[src/assert_macros.svh]
// Assertion macros used by the height-map interpolator core.
// Needs a clock i_clk and an active-low reset i_rst_n in the including module.
`ifndef ASSERT_MACROS_SVH
`define ASSERT_MACROS_SVH
`ifndef SYNTHESIS
`define ASSERT_CLKD(label, prop, msg) \
    label: assert property (@(posedge i_clk) disable iff (!i_rst_n) prop) else $error(msg);
`define ASSERT_CLK(label, prop, msg) \
    label: assert property (@(posedge i_clk) prop) else $error(msg);
`else
`define ASSERT_CLKD(label, prop, msg)
`define ASSERT_CLK(label, prop, msg)
`endif
`endif

[src/htri_pkg.sv]
// Package for the height-map triangle interpolator: widths, codes, latencies
// and the structs passed between the core and its axis mapping units.
package htri_pkg;

    localparam int MAX_LEN   = 64;
    localparam int MAX_COL   = 64;
    localparam int FRAC_BITS = 16;

    localparam int PTS_W   = 7;
    localparam int COORD_W = 32;
    localparam int HALF_W  = 31;
    localparam int SPAN_W  = HALF_W + 1;
    localparam int DIFF_W  = COORD_W + 2;
    localparam int MAX_PTS = (MAX_LEN > MAX_COL) ? MAX_LEN : MAX_COL;
    localparam int SEG_W   = $clog2(MAX_PTS);
    localparam int CELL_W  = SEG_W;
    localparam int FRAC_W  = FRAC_BITS + 1;
    localparam int QUO_W   = SEG_W + FRAC_BITS;
    localparam int PROD_W  = SPAN_W + SEG_W;
    localparam int AXIS_LAT = QUO_W + 4;

    localparam int TRI_W     = FRAC_W + SEG_W + 1;
    localparam int ADDR_W    = 12;
    localparam int MEM_DEPTH = 1 << ADDR_W;
    localparam int IDX_MUL_W = CELL_W + PTS_W;

    localparam int HT_W     = 32;
    localparam int HDIFF_W  = HT_W + 1;
    localparam int WPROD_W  = FRAC_W + 1 + HDIFF_W;
    localparam int ACC_W    = WPROD_W;
    localparam int RES_Q_W  = ACC_W - FRAC_BITS;

    localparam int RESULT_LAT = AXIS_LAT + 8;

    localparam int CFG_IDX_W  = 3;
    localparam int CFG_DATA_W = 32;

    localparam logic [FRAC_W-1:0] FRAC_ONE = {1'b1, {FRAC_BITS{1'b0}}};

    typedef logic [CFG_IDX_W-1:0] t_cfg_idx;
    localparam t_cfg_idx CFG_GRID_LEN  = 3'd0;
    localparam t_cfg_idx CFG_GRID_COL  = 3'd1;
    localparam t_cfg_idx CFG_ORIGIN_X  = 3'd2;
    localparam t_cfg_idx CFG_ORIGIN_Z  = 3'd3;
    localparam t_cfg_idx CFG_HALF_SPAN = 3'd4;

    typedef enum logic {
        KIND_WRITE = 1'b0,
        KIND_QUERY = 1'b1
    } t_kind;

    typedef struct packed {
        logic [COORD_W-1:0] origin;
        logic [HALF_W-1:0]  half;
        logic [SEG_W-1:0]   segs;
    } t_axis_cfg;

    typedef struct packed {
        logic [CELL_W-1:0] seg;
        logic [FRAC_W-1:0] frac;
        logic              clamped;
    } t_axis_res;

    typedef struct packed {
        t_kind             kind;
        logic [ADDR_W-1:0] index;
        logic [HT_W-1:0]   height;
    } t_item;

endpackage

[src/htri_axis.sv]
// One axis of the world-to-grid mapping: offset, clamp, scale and a
// pipelined restoring divider giving cell and fraction. Uses htri_pkg.
module htri_axis (
    input  logic                          i_clk,
    input  logic [htri_pkg::COORD_W-1:0]  i_coord,
    input  htri_pkg::t_axis_cfg           i_cfg,
    output htri_pkg::t_axis_res           o_res
);

    localparam int QW = htri_pkg::QUO_W;
    localparam int SW = htri_pkg::SPAN_W;
    localparam int DW = htri_pkg::DIFF_W;
    localparam int CW = htri_pkg::COORD_W;
    localparam int PW = htri_pkg::PROD_W;
    localparam int GW = htri_pkg::SEG_W;
    localparam int FB = htri_pkg::FRAC_BITS;

    logic [SW-1:0]        w_span;
    logic signed [DW-1:0] r_diff;
    logic [SW-1:0]        n_n;
    logic                 n_flag;
    logic [SW-1:0]        r_n;
    logic                 r_flag2;
    logic [PW-1:0]        r_prod;
    logic                 r_flag3;
    logic [SW-1:0]        r_rem [QW];
    logic [QW-1:0]        r_low [QW];
    logic [QW-1:0]        r_q   [QW];
    logic                 r_flg [QW];
    logic [GW-1:0]        w_qi;
    htri_pkg::t_axis_res  n_res;
    htri_pkg::t_axis_res  r_res;

    assign w_span = {i_cfg.half, 1'b0};

    always_comb begin
        n_n    = r_diff[SW-1:0];
        n_flag = 1'b0;
        if (r_diff[DW-1]) begin
            n_n    = '0;
            n_flag = 1'b1;
        end else if (r_diff[DW-2:0] > {1'b0, w_span}) begin
            n_n    = w_span;
            n_flag = 1'b1;
        end
    end

    always_ff @(posedge i_clk) begin
        r_diff  <= {{(DW-CW){i_coord[CW-1]}}, i_coord}
                 - {{(DW-CW){i_cfg.origin[CW-1]}}, i_cfg.origin}
                 + {{(DW-htri_pkg::HALF_W){1'b0}}, i_cfg.half};
        r_n     <= n_n;
        r_flag2 <= n_flag;
        r_prod  <= PW'(r_n) * PW'(i_cfg.segs);
        r_flag3 <= r_flag2;
    end

    // one quotient bit per stage; dividend is r_prod shifted up by FRAC_BITS
    for (genvar i = 0; i < QW; i++) begin : g_div
        logic [SW-1:0] rem_in;
        logic [QW-1:0] low_in;
        logic [QW-1:0] q_in;
        logic          flg_in;
        logic [SW:0]   trial;
        logic          ge;

        if (i == 0) begin : g_first
            assign rem_in = r_prod[PW-1:GW];
            assign low_in = {r_prod[GW-1:0], {FB{1'b0}}};
            assign q_in   = '0;
            assign flg_in = r_flag3;
        end else begin : g_next
            assign rem_in = r_rem[i-1];
            assign low_in = r_low[i-1];
            assign q_in   = r_q[i-1];
            assign flg_in = r_flg[i-1];
        end

        assign trial = {rem_in, low_in[QW-1]};
        assign ge    = (trial >= {1'b0, w_span});

        always_ff @(posedge i_clk) begin
            r_rem[i] <= ge ? SW'(trial - {1'b0, w_span}) : trial[SW-1:0];
            r_low[i] <= low_in << 1;
            r_q[i]   <= {q_in[QW-2:0], ge};
            r_flg[i] <= flg_in;
        end
    end

    assign w_qi = r_q[QW-1][QW-1:FB];

    // far edge: previous cell with a full fraction
    always_comb begin
        n_res.clamped = r_flg[QW-1];
        if (w_qi >= i_cfg.segs) begin
            n_res.seg  = i_cfg.segs - GW'(1);
            n_res.frac = htri_pkg::FRAC_ONE;
        end else begin
            n_res.seg  = w_qi;
            n_res.frac = {1'b0, r_q[QW-1][FB-1:0]};
        end
    end

    always_ff @(posedge i_clk) begin
        r_res <= n_res;
    end

    assign o_res = r_res;

endmodule
[config.mk]
export PLATFORM = sky130hd
export DESIGN_NAME = htri_axis
export DESIGN_NICKNAME = d
export VERILOG_FILES = /design/src/assert_macros.svh /design/src/htri_pkg.sv /design/src/htri_axis.sv
export SDC_FILE = /design/constraint.sdc
export NUM_CORES = 2
export LEC_CHECK = 0
export CORE_ASPECT_RATIO = 0.7
export CORE_UTILIZATION = 60
export CTS_CLUSTER_DIAMETER = 60
export DETAILED_ROUTE_END_ITERATION = 16
export DONT_BUFFER_PORTS = 1
export PLACE_DENSITY = 0.78
export SLEW_MARGIN = 20
export SYNTH_ARGS = -nofsm -noshare
export SYNTH_HDL_FRONTEND = slang
export SYNTH_SLANG_ARGS = --single-unit
[constraint.sdc]
create_clock -name i_clk -period 6.4 [get_ports i_clk]
set_clock_uncertainty 0.05 [all_clocks]
set_input_delay 1.28 -clock i_clk [delete_from_list [all_inputs] [get_ports i_clk]]
set_output_delay 1.28 -clock i_clk [all_outputs]
set_load 0.01 [all_outputs]
==> flow_metrics.tcl <==
set metrics [dict create \
    synth.top_cells.by_area "sky130_fd_sc_hd__dfxtp_1 (30%), sky130_fd_sc_hd__ha_1 (14%), sky130_fd_sc_hd__a21oi_1 (5.2%), sky130_fd_sc_hd__mux2_2 (4.8%), sky130_fd_sc_hd__fa_1 (4.8%)" \
    die_height_um 292 \
    area_growth_pct 8.35 \
    floorplan.die_area_mm2 0.121 \
    cellPowerDensity_mw_per_mm2 653 \
    dp_hpwl_mm 158 \
    timing.setup.critical_path_class "reg2reg" \
    critical_path_peak_fanout 6 \
    async_s_r_ff_share_synth 0 \
    timing.final.ws_setup_ns 1.06 \
    critical_path.startpoint_type "flip-flop" \
    place.port_buffers 0 \
    synth_top_cell_area_share 0.300 \
    clockRootBuffer "sky130_fd_sc_hd__clkbuf_16" \
    via_count 60700 \
    start_util 0.610 \
    track_usage 0.337 \
    cts_buffers 109 \
    grt_pass1_wl_mm 324 \
    cts_repair_resized_insts 0 \
    period_minus_slack_ns 5.34 \
    maximum_number_of_pins_on_one_net_before_global_route_repair 58 \
    most_common_cell_type_on_the_critical_path "sky130_fd_sc_hd__fa_1" \
    crit_required_ns 7.01 \
    hold_path_class "reg2reg" \
    cp-startpoint "r_n[4]" \
    maxSlewHeadroom 0.267 \
    cp_slowest_cell "sky130_fd_sc_hd__dfxtp_1" \
    reg2reg_setup_slack_ns 1.06 \
    critical_path.endpoint_type "flip-flop" \
    cp_data_arrival_time_ns 5.95 \
    postSynthNetCount 9146 \
    report.final.slew_viol_count 0 \
    cap_violations 0 \
    clk_transition_reported_paths_ns 0.07 \
    htree_levels 3 \
    cpLargestDelayFamily "adder cells" \
    pre_cts_ws_ns 0.522 \
    gpl.final_weighted_congestion 0.977 \
    finalNetCount 9156 \
    critical_path_buf_inv_count 2 \
    yosysWarningCount 0 \
    vdd.ir_drop.worst_mv 0.447 \
    routed_via_density 6.24 \
    cts-hold-fix-buffers 0 \
    reg2regPathDepth 17 \
    endpoint_of_the_most_critical_setup_path "r_prod[30]" \
    synth_enable_flop_cells 0 \
    tritoncts "done" \
    crit_path_cell_trace "and2_1 > fa_1 > fa_1 > inv_1 > fa_1 > inv_1 > ha_1 > o21a_1 > o21ai_0 > or3b_2 > a31oi_1 > a21oi_1 > o21ai_0 > and3_1 > or3_1 > a21oi_1 > xnor2_1" \
    clock_path_buffers 3 \
    drive_gt1_frac 0.0883 \
    timing.critical_path.slowest_cell_delay_ns 0.58 \
    synth.cell_area_mm2 0.0719 \
    reg2reg_to "r_prod[30]" \
    yosysUniqueCellTypes 98 \
    cts_setup_buffers 0 \
    standard_cell_row_count 105 \
    post_synth.cell_area_avg_um2 8.91 \
    die_w_um 416 \
    antenna_found_initial 8 \
    synth.largest_area_cell "sky130_fd_sc_hd__dfxtp_1" \
    synth_top_flop_cell "sky130_fd_sc_hd__dfxtp_1" \
    clock_latency_ns 0.75 \
    worstSetupPathDepth 17 \
    synth_sequential_area_ratio 0.300 \
    detail_route.drc_violations 0 \
    core_area_mm2 0.118 \
    rr_startpoint "r_n[4]" \
    finalHoldViolCount 0 \
    yosys_register_bits 1077 \
    p_leak_nw 35.6 \
    max_clock_freq_mhz 187 \
    drt_wl_total_mm 210 \
    summed_negative_setup_slack_over_all_endpoints_ns 0 \
    num_io_pins 126 \
    first_pass_iters 6 \
    setup_viol_count_final 0 \
    timing.final.crit_share 0.834 \
    drt_iter0_drc 6000 \
    final_power_w 0.0509 \
    globalRouteOverflowTotal 0 \
    first_global_vias 56900 \
    routedWlPerCell_um 21.6 \
    tightestPinTransition_ns 1.10 \
    grt_setup_unrepaired "false" \
    clkSinkCount 1077 \
    synth_cells 8071 \
    status "completed" \
    ant_nets 0 \
]
==> kinds of logic after synthesis <==
logic type,synth area share
compound gates,0.207
simple gates,0.140
flops,0.300
fa+ha+maj,0.187
buf+inv,0.0361
xor+xnor,0.0748
mux,0.0555
==> metrics by stage <==
| step | instances | hold WS [ns] | util | area [um^2] |
|---|---|---|---|---|
| finish | 9731 | 0.260 | 0.661 | 77900 |
| floorplan | 8071 | 0.260 | - | 71900 |
| CTS | 9727 | 0.267 | 0.661 | 77900 |
| global route | 9727 | 0.268 | 0.661 | 77900 |
| global placement | 9521 | 0.260 | 0.628 | 74000 |
| detailed placement | 9521 | 0.262 | 0.628 | 74000 |
==> state kept, by name (all words and copies together), names as in the netlist <==
name / cells
r_flg: 22
r_diff: 34
g_div.flg_in: 1
r_n: 32
r_flag2: 1
r_q: 253
r_rem: 657
r_low: 15
o_res: 24
r_prod: 38
==> metal layers <==
| metal | GRT usage | vias to the layer above | part of all wire |
|---|---|---|---|
| li1 | - | 28900 | - |
| met5 | 0 | - | 0.00012 |
| met3 | 0.0934 | 429 | 0.11 |
| met4 | 0.109 | 4 | 0.035 |
| met2 | 0.488 | 2754 | 0.41 |
| met1 | 0.480 | 28700 | 0.45 |
==> worst min path at each step <==
stage,from,to,cells after the start
2_1_floorplan,r_flag2,g_div[0].flg_in,0
3_3_place_gp,r_q[3][76],r_q[4][11],0
3_5_place_dp,g_div[0].flg_in,r_flg[0],0
4_1_cts,r_q[1][71],r_q[2][6],0
5_1_grt,r_q[1][71],r_q[2][6],0
6_report,r_q[4][32],r_q[4][55],0
==> synth_stat cells (12+ instances only) <==
cell and count:
sky130_fd_sc_hd__nor2b_1 105, sky130_fd_sc_hd__inv_1 468, sky130_fd_sc_hd__dfxtp_1 1077, sky130_fd_sc_hd__o21bai_1 82
sky130_fd_sc_hd__a21boi_0 36, sky130_fd_sc_hd__o21ai_1 12, sky130_fd_sc_hd__nor4_1 20, sky130_fd_sc_hd__mux2_2 308
sky130_fd_sc_hd__a31oi_1 73, sky130_fd_sc_hd__o21ai_0 479, sky130_fd_sc_hd__o2111ai_1 17, sky130_fd_sc_hd__nand3_1 118
sky130_fd_sc_hd__buf_2 38, sky130_fd_sc_hd__a31o_2 18, sky130_fd_sc_hd__or3_1 29, sky130_fd_sc_hd__a41oi_1 15
sky130_fd_sc_hd__or2_2 32, sky130_fd_sc_hd__a2111oi_0 18, sky130_fd_sc_hd__nand2_1 480, sky130_fd_sc_hd__nand2b_1 96
sky130_fd_sc_hd__o31ai_1 52, sky130_fd_sc_hd__xnor2_1 388, sky130_fd_sc_hd__o21a_1 112, sky130_fd_sc_hd__and3_1 75
sky130_fd_sc_hd__nand4_1 111, sky130_fd_sc_hd__ha_1 800, sky130_fd_sc_hd__and2_1 230, sky130_fd_sc_hd__mux2i_1 51
sky130_fd_sc_hd__xor2_1 226, sky130_fd_sc_hd__o31a_1 14, sky130_fd_sc_hd__o211ai_1 30, sky130_fd_sc_hd__and4_1 19
sky130_fd_sc_hd__a311oi_1 17, sky130_fd_sc_hd__o41ai_1 13, sky130_fd_sc_hd__a211oi_1 41, sky130_fd_sc_hd__clkbuf_1 144
sky130_fd_sc_hd__nor3_1 109, sky130_fd_sc_hd__nor2_1 561, sky130_fd_sc_hd__fa_1 173, sky130_fd_sc_hd__a21o_1 414
sky130_fd_sc_hd__a211o_1 23, sky130_fd_sc_hd__a221o_1 18, sky130_fd_sc_hd__a21oi_1 743
==> cell type report <==
type                       instances  area (um^2)
inverter                         470         1760
clock inverter                    73          940
tap                             1551         1940
fill                            9644        40000
multi-input combinational       6325        47900
timing repair buffer              98          898
clock buffer                     133         2940
sequential                      1077        21600
antenna                            4         10.0
==> where the power goes <==
group / total [W] / switching (W) / leakage [nW] / internal, W
clock network: 0.00691 / 0.00304 / 1.89 / 0.00388
logic: 0.0310 / 0.0173 / 24.6 / 0.0137
registers: 0.0130 / 0.00246 / 9.06 / 0.0105
==> cell usage in the layout, fill, tap and decap left out, types with 20 or more instances in the layout <==
cell and n:
sky130_fd_sc_hd__and2_1 230, sky130_fd_sc_hd__nand3_1 118, sky130_fd_sc_hd__nor2b_1 105, sky130_fd_sc_hd__nand4_1 111, sky130_fd_sc_hd__mux2_2 308, sky130_fd_sc_hd__o21ai_0 479
sky130_fd_sc_hd__nand2b_1 96, sky130_fd_sc_hd__and3_1 75, sky130_fd_sc_hd__fa_1 173, sky130_fd_sc_hd__nand2_1 480, sky130_fd_sc_hd__or2_2 32, sky130_fd_sc_hd__xor2_1 226
sky130_fd_sc_hd__o211ai_1 30, sky130_fd_sc_hd__buf_4 85, sky130_fd_sc_hd__nor3_1 108, sky130_fd_sc_hd__inv_1 438, sky130_fd_sc_hd__mux2i_1 51, sky130_fd_sc_hd__xnor2_1 388
sky130_fd_sc_hd__a21o_1 414, sky130_fd_sc_hd__a211o_1 23, sky130_fd_sc_hd__o31ai_1 52, sky130_fd_sc_hd__dfxtp_1 1076, sky130_fd_sc_hd__o21a_1 111, sky130_fd_sc_hd__a211oi_1 41
sky130_fd_sc_hd__clkbuf_16 109, sky130_fd_sc_hd__a21boi_0 36, sky130_fd_sc_hd__or3_1 29, sky130_fd_sc_hd__a31oi_1 73, sky130_fd_sc_hd__clkinv_2 20, sky130_fd_sc_hd__a21oi_1 741
sky130_fd_sc_hd__ha_1 800, sky130_fd_sc_hd__o21bai_1 81, sky130_fd_sc_hd__inv_2 30, sky130_fd_sc_hd__nor2_1 561
==> worst register-to-register path: stages, from the launching register on <==
cell and delay, ns:
sky130_fd_sc_hd__dfxtp_1 0.58, sky130_fd_sc_hd__and2_1 0.21, sky130_fd_sc_hd__fa_1 0.45, sky130_fd_sc_hd__fa_1 0.55, sky130_fd_sc_hd__inv_1 0.06, sky130_fd_sc_hd__fa_1 0.53
sky130_fd_sc_hd__inv_1 0.04, sky130_fd_sc_hd__ha_1 0.34, sky130_fd_sc_hd__o21a_1 0.20, sky130_fd_sc_hd__o21ai_0 0.23, sky130_fd_sc_hd__or3b_2 0.20, sky130_fd_sc_hd__a31oi_1 0.13
sky130_fd_sc_hd__a21oi_1 0.47, sky130_fd_sc_hd__o21ai_0 0.26, sky130_fd_sc_hd__and3_1 0.29, sky130_fd_sc_hd__or3_1 0.32, sky130_fd_sc_hd__a21oi_1 0.19, sky130_fd_sc_hd__xnor2_1 0.15
No activity file was read; power rests on OpenSTA's default activity.
